**config.mk**
```make
export PLATFORM = sky130hd
export DESIGN_NAME = ps2_set1_scancode_decoder_flat
export DESIGN_NICKNAME = d
export VERILOG_FILES = /design/src/rtl/ps2dec_pkg.sv /design/src/rtl/ps2dec_in_if.sv /design/src/rtl/ps2dec_out_if.sv /design/src/rtl/ps2_set1_scancode_decoder.sv /design/src/rtl/ps2dec_core.sv /design/src/rtl/ps2dec_outreg.sv /design/src/flat_wrapper.sv
export SDC_FILE = /design/constraint.sdc
export NUM_CORES = 1
export LEC_CHECK = 0
export ABC_AREA = 1
export BUFFER_PORTS_ARGS = -buffer_cell sky130_fd_sc_hd__buf_2
export CAP_MARGIN = 20
export CORE_AREA = 2 2 78 80
export DETAILED_ROUTE_END_ITERATION = 10
export DIE_AREA = 0 0 80 82
export PLACE_DENSITY = 0.77
export SLEW_MARGIN = 25
export SYNTH_ARGS = -nofsm -noshare
export SYNTH_HDL_FRONTEND = slang
export SYNTH_SLANG_ARGS = --single-unit
```
**constraint.sdc**
```tcl
create_clock -name clk -period 2.9 [get_ports clk]
set_input_delay 0.435 -clock clk [delete_from_list [all_inputs] [get_ports clk]]
set_output_delay 0.435 -clock clk [all_outputs]
set_load 0.02 [all_outputs]
```
**src/rtl/ps2dec_pkg.sv**
```systemverilog
// Package for the PS/2 set 1 scan code decoder.
// Holds the result type, scan code constants and the ASCII lookup function.
// No dependencies.
package ps2dec_pkg;

	localparam int DEFAULT_QUEUE_DEPTH = 6;

	localparam logic [7:0] SC_NONE       = 8'h00;
	localparam logic [7:0] SC_BACKSPACE  = 8'h0E;
	localparam logic [7:0] SC_LSHIFT_MK  = 8'h2A;
	localparam logic [7:0] SC_LSHIFT_BRK = 8'hAA;
	localparam logic [7:0] SC_PREFIX     = 8'hE0;
	localparam logic [7:0] SC_RIGHT      = 8'h4D;
	localparam logic [7:0] SC_LEFT       = 8'h4B;
	localparam logic [7:0] SC_LEFT_BRK   = 8'hCB;
	localparam logic [7:0] SC_RIGHT_BRK  = 8'hCD;
	localparam logic [7:0] SC_DOWN       = 8'h50;
	localparam logic [7:0] SC_UP         = 8'h48;
	localparam logic [7:0] SC_DOWN_BRK   = 8'hD0;
	localparam logic [7:0] SC_UP_BRK     = 8'hC8;

	localparam logic CURSOR_RIGHT = 1'b0;
	localparam logic CURSOR_LEFT  = 1'b1;

	typedef struct packed {
		logic [7:0] ascii_char;
		logic       backspace_event;
		logic       cursor_event;
		logic       cursor_direction;
	} result_t;

	function automatic logic [7:0] to_ascii(input logic [7:0] code, input logic shifted);
		logic [7:0] p;
		logic [7:0] s;
		p = 8'h00;
		s = 8'h00;
		unique case (code)
			8'h02: begin p = "1"; s = "!"; end
			8'h03: begin p = "2"; s = 8'h22; end
			8'h04: begin p = "3"; s = 8'hA3; end
			8'h05: begin p = "4"; s = "$"; end
			8'h06: begin p = "5"; s = "%"; end
			8'h07: begin p = "6"; s = "^"; end
			8'h08: begin p = "7"; s = "&"; end
			8'h09: begin p = "8"; s = "*"; end
			8'h0A: begin p = "9"; s = "("; end
			8'h0B: begin p = "0"; s = ")"; end
			8'h0D: begin p = "="; s = "+"; end
			8'h10: begin p = "q"; s = "Q"; end
			8'h11: begin p = "w"; s = "W"; end
			8'h12: begin p = "e"; s = "E"; end
			8'h13: begin p = "r"; s = "R"; end
			8'h14: begin p = "t"; s = "T"; end
			8'h15: begin p = "y"; s = "Y"; end
			8'h16: begin p = "u"; s = "U"; end
			8'h17: begin p = "i"; s = "I"; end
			8'h18: begin p = "o"; s = "O"; end
			8'h19: begin p = "p"; s = "P"; end
			8'h1A: begin p = "["; s = "{"; end
			8'h1B: begin p = "]"; s = "}"; end
			8'h1C: begin p = 8'h0A; s = 8'h0A; end
			8'h1E: begin p = "a"; s = "A"; end
			8'h1F: begin p = "s"; s = "S"; end
			8'h20: begin p = "d"; s = "D"; end
			8'h21: begin p = "f"; s = "F"; end
			8'h22: begin p = "g"; s = "G"; end
			8'h23: begin p = "h"; s = "H"; end
			8'h24: begin p = "j"; s = "J"; end
			8'h25: begin p = "k"; s = "K"; end
			8'h26: begin p = "l"; s = "L"; end
			8'h2C: begin p = "z"; s = "Z"; end
			8'h2D: begin p = "x"; s = "X"; end
			8'h2E: begin p = "c"; s = "C"; end
			8'h2F: begin p = "v"; s = "V"; end
			8'h30: begin p = "b"; s = "B"; end
			8'h31: begin p = "n"; s = "N"; end
			8'h32: begin p = "m"; s = "M"; end
			8'h39: begin p = " "; s = " "; end
			default: begin p = 8'h00; s = 8'h00; end
		endcase
		return shifted ? s : p;
	endfunction

endpackage

```
**src/rtl/ps2dec_in_if.sv**
```systemverilog
// Scan code input channel: valid/ready handshake with one byte payload.
// No dependencies.
interface ps2dec_in_if;
	logic       valid;
	logic       ready;
	logic [7:0] scan_code;

	modport source(output valid, output scan_code, input ready);
	modport sink(input valid, input scan_code, output ready);
endinterface

```
**src/rtl/ps2dec_out_if.sv**
```systemverilog
// Decoded result channel: valid/ready handshake with character and event flags.
// No dependencies.
interface ps2dec_out_if;
	logic       valid;
	logic       ready;
	logic [7:0] ascii_char;
	logic       backspace_event;
	logic       cursor_event;
	logic       cursor_direction;

	modport source(output valid, output ascii_char, output backspace_event,
		output cursor_event, output cursor_direction, input ready);
	modport sink(input valid, input ascii_char, input backspace_event,
		input cursor_event, input cursor_direction, output ready);
endinterface

```
**src/rtl/ps2_set1_scancode_decoder.sv**
```systemverilog
// PS/2 scan code set 1 decoder, top level.
// Depends on ps2dec_pkg, ps2dec_in_if, ps2dec_out_if, ps2dec_core, ps2dec_outreg.
//
// Usage:
//   scan   - sink channel, one keyboard byte per transaction (valid/ready).
//   result - source channel, exactly one result per accepted byte: the
//            decoded ASCII character (0 when none), a backspace flag, and a
//            cursor event with its direction (0 right, 1 left).
//   A byte is registered on acceptance and decoded from the input register
//   into the result register when that register is free. One byte per cycle
//   is sustained while result.ready stays high; the shift/prefix/queue state
//   updates in the same cycle the byte is decoded.
//   Reset clears shift, the prefix flag, the code queue and both pipeline
//   valid bits. When the receiver stalls, the result register holds and the
//   input register keeps one more byte; scan.ready drops only when both are
//   full and result.ready is low.
module ps2_set1_scancode_decoder import ps2dec_pkg::*; #(
	parameter int QUEUE_DEPTH = DEFAULT_QUEUE_DEPTH
) (
	input  logic         clk,
	input  logic         arst_n,
	ps2dec_in_if.sink    scan,
	ps2dec_out_if.source result
);
	logic       valid_s1;
	logic [7:0] code_s1;
	logic       free;
	logic       advance;
	result_t    res;

	assign advance    = valid_s1 && free;
	assign scan.ready = !valid_s1 || free;

	always_ff @(posedge clk or negedge arst_n) begin
		if (!arst_n) begin
			valid_s1 <= 1'b0;
		end else if (scan.ready) begin
			valid_s1 <= scan.valid;
		end
	end

	always_ff @(posedge clk) begin
		if (scan.valid && scan.ready) begin
			code_s1 <= scan.scan_code;
		end
	end

	ps2dec_core #(
		.QUEUE_DEPTH(QUEUE_DEPTH)
	) u_core (
		.clk   (clk),
		.arst_n(arst_n),
		.step  (advance),
		.code  (code_s1),
		.res   (res)
	);

	ps2dec_outreg u_outreg (
		.clk   (clk),
		.arst_n(arst_n),
		.load  (advance),
		.d     (res),
		.free  (free),
		.result(result)
	);

	a_bksp_no_char: assert property (@(posedge clk) disable iff (!arst_n)
		result.valid && result.backspace_event |-> result.ascii_char == 8'h00)
		else $error("backspace result carries a character");

	a_cursor_alone: assert property (@(posedge clk) disable iff (!arst_n)
		result.valid && result.cursor_event |->
			result.ascii_char == 8'h00 && !result.backspace_event)
		else $error("cursor result carries a character or backspace");

	a_dir_only_on_event: assert property (@(posedge clk) disable iff (!arst_n)
		result.valid && !result.cursor_event |-> !result.cursor_direction)
		else $error("cursor direction set without cursor event");

	a_advance_shows: assert property (@(posedge clk) disable iff (!arst_n)
		advance |=> result.valid)
		else $error("decoded byte did not reach the result register");

endmodule

```
**src/rtl/ps2dec_core.sv**
```systemverilog
// Decoder state (shift, prefix flag, code queue) and per-byte decode logic.
// Depends on ps2dec_pkg.
module ps2dec_core import ps2dec_pkg::*; #(
	parameter int QUEUE_DEPTH = DEFAULT_QUEUE_DEPTH
) (
	input  logic       clk,
	input  logic       arst_n,
	input  logic       step,
	input  logic [7:0] code,
	output result_t    res
);
	localparam int CW = $clog2(QUEUE_DEPTH + 1);

	logic          shift_q;
	logic          prefix_q;
	logic [7:0]    first_q;
	logic [7:0]    second_q;
	logic [CW-1:0] count_q;

	logic          shift_n;
	logic          prefix_n;
	logic [7:0]    first_n;
	logic [7:0]    second_n;
	logic [CW-1:0] count_n;
	logic [7:0]    single;

	always_comb begin
		first_n  = first_q;
		second_n = second_q;
		count_n  = count_q;
		prefix_n = prefix_q;
		shift_n  = shift_q;
		res      = '0;
		single   = SC_NONE;

		// enqueue, or drop and flush when full
		if (code != SC_NONE) begin
			if (count_q != CW'(QUEUE_DEPTH)) begin
				if (count_q == CW'(0))
					first_n = code;
				else if (count_q == CW'(1))
					second_n = code;
				count_n = count_q + CW'(1);
			end else begin
				first_n  = SC_NONE;
				second_n = SC_NONE;
				count_n  = '0;
				prefix_n = 1'b0;
			end
		end

		unique case (code)
			SC_PREFIX: prefix_n = 1'b1;
			SC_LEFT, SC_RIGHT, SC_LEFT_BRK, SC_RIGHT_BRK,
			SC_DOWN, SC_UP, SC_DOWN_BRK, SC_UP_BRK: prefix_n = 1'b0;
			default: ;
		endcase

		if (count_n < CW'(2)) begin
			single = (count_n == CW'(0)) ? SC_NONE : first_n;
			res.ascii_char = to_ascii(single, shift_q);
			if (single == SC_BACKSPACE) begin
				res.backspace_event = 1'b1;
				res.ascii_char      = 8'h00;
			end else if (single == SC_LSHIFT_MK) begin
				shift_n = 1'b1;
			end else if (single == SC_LSHIFT_BRK) begin
				shift_n = 1'b0;
			end
		end else if (first_n == SC_PREFIX) begin
			if (second_n == SC_RIGHT) begin
				res.cursor_event     = 1'b1;
				res.cursor_direction = CURSOR_RIGHT;
			end else if (second_n == SC_LEFT) begin
				res.cursor_event     = 1'b1;
				res.cursor_direction = CURSOR_LEFT;
			end
		end

		if (!prefix_n) begin
			first_n  = SC_NONE;
			second_n = SC_NONE;
			count_n  = '0;
		end
	end

	always_ff @(posedge clk or negedge arst_n) begin
		if (!arst_n) begin
			shift_q  <= 1'b0;
			prefix_q <= 1'b0;
			first_q  <= SC_NONE;
			second_q <= SC_NONE;
			count_q  <= '0;
		end else if (step) begin
			shift_q  <= shift_n;
			prefix_q <= prefix_n;
			first_q  <= first_n;
			second_q <= second_n;
			count_q  <= count_n;
		end
	end

endmodule

```
**src/rtl/ps2dec_outreg.sv**
```systemverilog
// Result register driving the output channel; holds while the sink stalls.
// Depends on ps2dec_pkg and ps2dec_out_if.
module ps2dec_outreg import ps2dec_pkg::*; (
	input  logic                clk,
	input  logic                arst_n,
	input  logic                load,
	input  result_t             d,
	output logic                free,
	ps2dec_out_if.source        result
);
	logic    valid_q;
	result_t data_q;

	assign free = !valid_q || result.ready;

	always_ff @(posedge clk or negedge arst_n) begin
		if (!arst_n) begin
			valid_q <= 1'b0;
		end else if (free) begin
			valid_q <= load;
		end
	end

	always_ff @(posedge clk) begin
		if (load && free) begin
			data_q <= d;
		end
	end

	assign result.valid            = valid_q;
	assign result.ascii_char       = data_q.ascii_char;
	assign result.backspace_event  = data_q.backspace_event;
	assign result.cursor_event     = data_q.cursor_event;
	assign result.cursor_direction = data_q.cursor_direction;

endmodule

```
**src/flat_wrapper.sv**
```systemverilog
// flat-port wrapper written by rule: the top's interface ports become plain ports
module ps2_set1_scancode_decoder_flat import ps2dec_pkg::*;
#(
	parameter int QUEUE_DEPTH = DEFAULT_QUEUE_DEPTH
)
  (clk, arst_n, scan_valid, scan_scan_code, scan_ready, result_valid, result_ascii_char, result_backspace_event, result_cursor_event, result_cursor_direction, result_ready);
  ps2dec_in_if scan_i ();
  ps2dec_out_if result_i ();
  input  logic clk;
  input  logic arst_n;
  input wire logic [$bits(scan_i.valid)-1:0] scan_valid;
  input wire logic [$bits(scan_i.scan_code)-1:0] scan_scan_code;
  output wire logic [$bits(scan_i.ready)-1:0] scan_ready;
  output wire logic [$bits(result_i.valid)-1:0] result_valid;
  output wire logic [$bits(result_i.ascii_char)-1:0] result_ascii_char;
  output wire logic [$bits(result_i.backspace_event)-1:0] result_backspace_event;
  output wire logic [$bits(result_i.cursor_event)-1:0] result_cursor_event;
  output wire logic [$bits(result_i.cursor_direction)-1:0] result_cursor_direction;
  input wire logic [$bits(result_i.ready)-1:0] result_ready;
  assign scan_i.valid = scan_valid;
  assign scan_i.scan_code = scan_scan_code;
  assign scan_ready = scan_i.ready;
  assign result_valid = result_i.valid;
  assign result_ascii_char = result_i.ascii_char;
  assign result_backspace_event = result_i.backspace_event;
  assign result_cursor_event = result_i.cursor_event;
  assign result_cursor_direction = result_i.cursor_direction;
  assign result_i.ready = result_ready;
  ps2_set1_scancode_decoder #(.QUEUE_DEPTH(QUEUE_DEPTH)) u_core (.clk(clk), .arst_n(arst_n), .scan(scan_i), .result(result_i));
endmodule
```
==> results.txt <==
critical path type: reg -> reg
drt drc: 0
Crit Path Max Fanout: 9
max_slew headroom: 60.7%
antenna viol nets, final: 0
antenna violations before repair: 0
mapped cell area: 0.00330 mm²
sequential area share after synthesis: 34.7%
Pre-antenna DRT Iters: 6
Crit. End Element: flip-flop
CTS tree: done
endpoints failing setup: 0
WL final: 8830 µm
fin area: 0.00366 mm²
Setup crit start kind: flip-flop
Critical R2R Launch: u_core.code_s1[4]
Vias/cell: 5.83
Yosys cell types: 35
nets@finish: 506
CTS Root Cell: clkbuf_8
Worst EP arrival: 2.75 ns
Max IR drop VDD: 0.490 mV
fin crit share: 92.7%
DP HPWL: 6680 µm
global router's overall resource usage: 28.7%
Least-Margin Pin Slew: 0.585 ns
largest net degree at the start of global routing: 29
Iter 0 DRT Violations: 456
synth cell count leaders: 106 x nand2_1, 58 x nand3_1, 54 x inv_1
R2R Path End: u_core.u_outreg.result.ascii_char[2]
Highest Clock Rate: 372 MHz
Post-synth EDFFs: 19
GR Overflow Total: 0
Mapped Cells: 446
Worst Setup SP: u_core.code_s1[4]
Synth top area share: 17.4%
max_cap viols: 0
DP Area: 0.00353 mm²
CTS Sinks: 42
DR vias: 3254
Initial Util: 57.5%
multi-input logic area: 0.00184 mm²
synthesized net count: 470
syn avg cell area: 7.41 µm²
Worst Clk Skew: 0.00731 ns
clock buffer count from CTS: 5
number of global-route vias before repair: 2916
P_leak: 1.78 nW
port bufs: 24
IO Pins: 25
largest cells by area after synthesis: dfrtp_1 17%, edfxtp_1 17%, nand2_1 12%, nand3_1 8.8%, inv_1 6.1%
Final Hold Viols: 0
flop2flop setup slack: 0.21 ns
outcome: finished, final reports clean
clk slew on worst S/H paths: 0.09 ns
Die Area: 0.00656 mm²
Final Max Slew Viols: 0
gpl congestion: 1.05
drt wl/cell: 15.8 µm
Core Area: 0.00575 mm²
Cell Rows: 28
Seq cells post-synth: 42
CP Data Required Time: 2.96 ns
clk_lat worst skew: 0.30 ns
dpl cells: 545
area grow syn2layout: 10.9%
first-pass GRT wire length: 14500 µm
reg2reg path depth: 18
# diodes: 0
Sequential Area: 0.00115 mm²
min-delay worst type: in -> async
# fillers: 513
P per Cell Area: 796 mW/mm²
FFs w/ async S/R, synth: 54.8%
cell taking the most area after synthesis: dfrtp_1
die width: 80 µm
most frequent cell after synthesis: nand2_1
Die Ht: 82 µm
H-tree depth: 2
CTS max path bufs: 2
share of cells above drive strength 1: 20.5%
Ys Warns: 0
final non-filler cell total: 558
fin crit period: 2.69 ns
Main synth FF type: dfrtp_1
-- power by group --
part           total, mW  internal, mW  switching, mW
registers          0.762         0.714         0.0488
clock network      0.386         0.170          0.216
logic               1.77         0.555           1.21
total               2.92          1.44           1.48
-- area by class of cell --
type / instances / share of cell area (%)
well taps: 75 / 2.56
inverters: 65 / 6.73
clock inverters: 2 / 0.376
repair buffers: 41 / 6.76
flip-flops and latches: 42 / 31.3
multi-input cells: 327 / 50.3
clock buffers: 6 / 1.98
-- state kept, by name, summed over array words and instances (netlist names) --
name and cells:
u_core.u_outreg.result.cursor_direction 1, u_core.u_outreg.result.cursor_event 1, u_core.valid_s1 1, u_core.u_core.count_q 3
u_core.u_core.first_q 8, u_core.code_s1 8, u_core.u_outreg.result.backspace_event 1, u_core.u_core.second_q 8
u_core.u_core.prefix_q 1, u_core.u_core.shift_q 1, u_core.u_outreg.result.valid 1, u_core.u_outreg.result.ascii_char 8
-- repair_timing --
item	CTS	global route
setup buffers	0	5
gates resized for setup	0	4
setup endpoints to repair	0	6
hold buffers	0	0
-- routing by layer --
layer  routed length [µm]  part of all wire (%)  global-route usage, %
met5                    0                     0                      0
met4                  223                   2.5                   11.0
met3                  935                    11                   7.03
met1                 4000                    45                   41.7
met2                 3670                    42                   41.2
-- cells in the final DEF, fill, tap and decap left out, types with 2 or more instances in the layout --
master / count
o21ai_1: 8
nand3_1: 58
nand2_1: 106
o22ai_1: 14
o21ai_2: 2
buf_2: 24
a21oi_4: 4
buf_4: 17
a21oi_1: 15
ha_1: 12
o21ai_0: 21
nand2_4: 5
inv_1: 53
edfxtp_1: 19
nand4_1: 14
nor3_1: 4
a21oi_2: 2
nor2_4: 9
nand2_2: 3
nor2_8: 2
inv_2: 11
o211ai_1: 2
nor2_2: 5
nor2_1: 30
clkbuf_8: 5
dfrtp_1: 23
nand3_2: 4
-- kinds of logic (layout without fill, tap and decap cells) --
logic type               Yosys count  count (layout)  synth area share (%)
AO/OA/AOI/OAI                     71              71                  13.6
adder cells (fa/ha/maj)           12              12                  4.55
buffers and inverters             77             114                  10.1
flip-flops                        42              42                  34.7
AND/OR/NAND/NOR                  244             244                  37.0
-- metrics by stage --
| stage | setup TNS [ns] | setup WS [ns] | hold WS [ns] | power [mW] | utilization [%] |
|---|---|---|---|---|---|
| 2_1_floorplan | 0 | 0.232 | 0.139 | 2.04 | - |
| 3_3_place_gp | 0 | 0.279 | 0.446 | 2.49 | 61.5 |
| 3_5_place_dp | 0 | 0.244 | 0.446 | 2.46 | 61.5 |
| 4_1_cts | 0 | 0.224 | 0.126 | 2.85 | 63.0 |
| 5_1_grt | -0.00130 | -0.00130 | 0.157 | 3.12 | 63.8 |
| 6_report | 0 | 0.210 | 0.102 | 2.92 | 63.8 |
-- critical path: stages (launching register included) --
cell and delay, ns:
edfxtp_1 0.46, nor2_4 0.17, nand2_4 0.09, nor2_8 0.19, nand2_1 0.10, inv_1 0.10, nor2_4 0.05, nand3_2 0.08
nand2_1 0.10, buf_4 0.17, ha_1 0.23, inv_1 0.12, nand4_1 0.15, o21ai_0 0.12, nand2_1 0.07, nand3_1 0.08
nand2_1 0.05, nand2_1 0.07, nor2_1 0.05
-- worst max-delay path by stage --
stage          slack [ns]                                    to
2_1_floorplan        0.23  u_core.u_outreg.result.ascii_char[6]
3_3_place_gp         0.28  u_core.u_outreg.result.ascii_char[5]
3_5_place_dp         0.24  u_core.u_outreg.result.ascii_char[6]
4_1_cts              0.22  u_core.u_outreg.result.ascii_char[6]
5_1_grt            -0.001  u_core.u_outreg.result.ascii_char[2]
6_report             0.21  u_core.u_outreg.result.ascii_char[2]
Power figures use the tool's default switching activity.
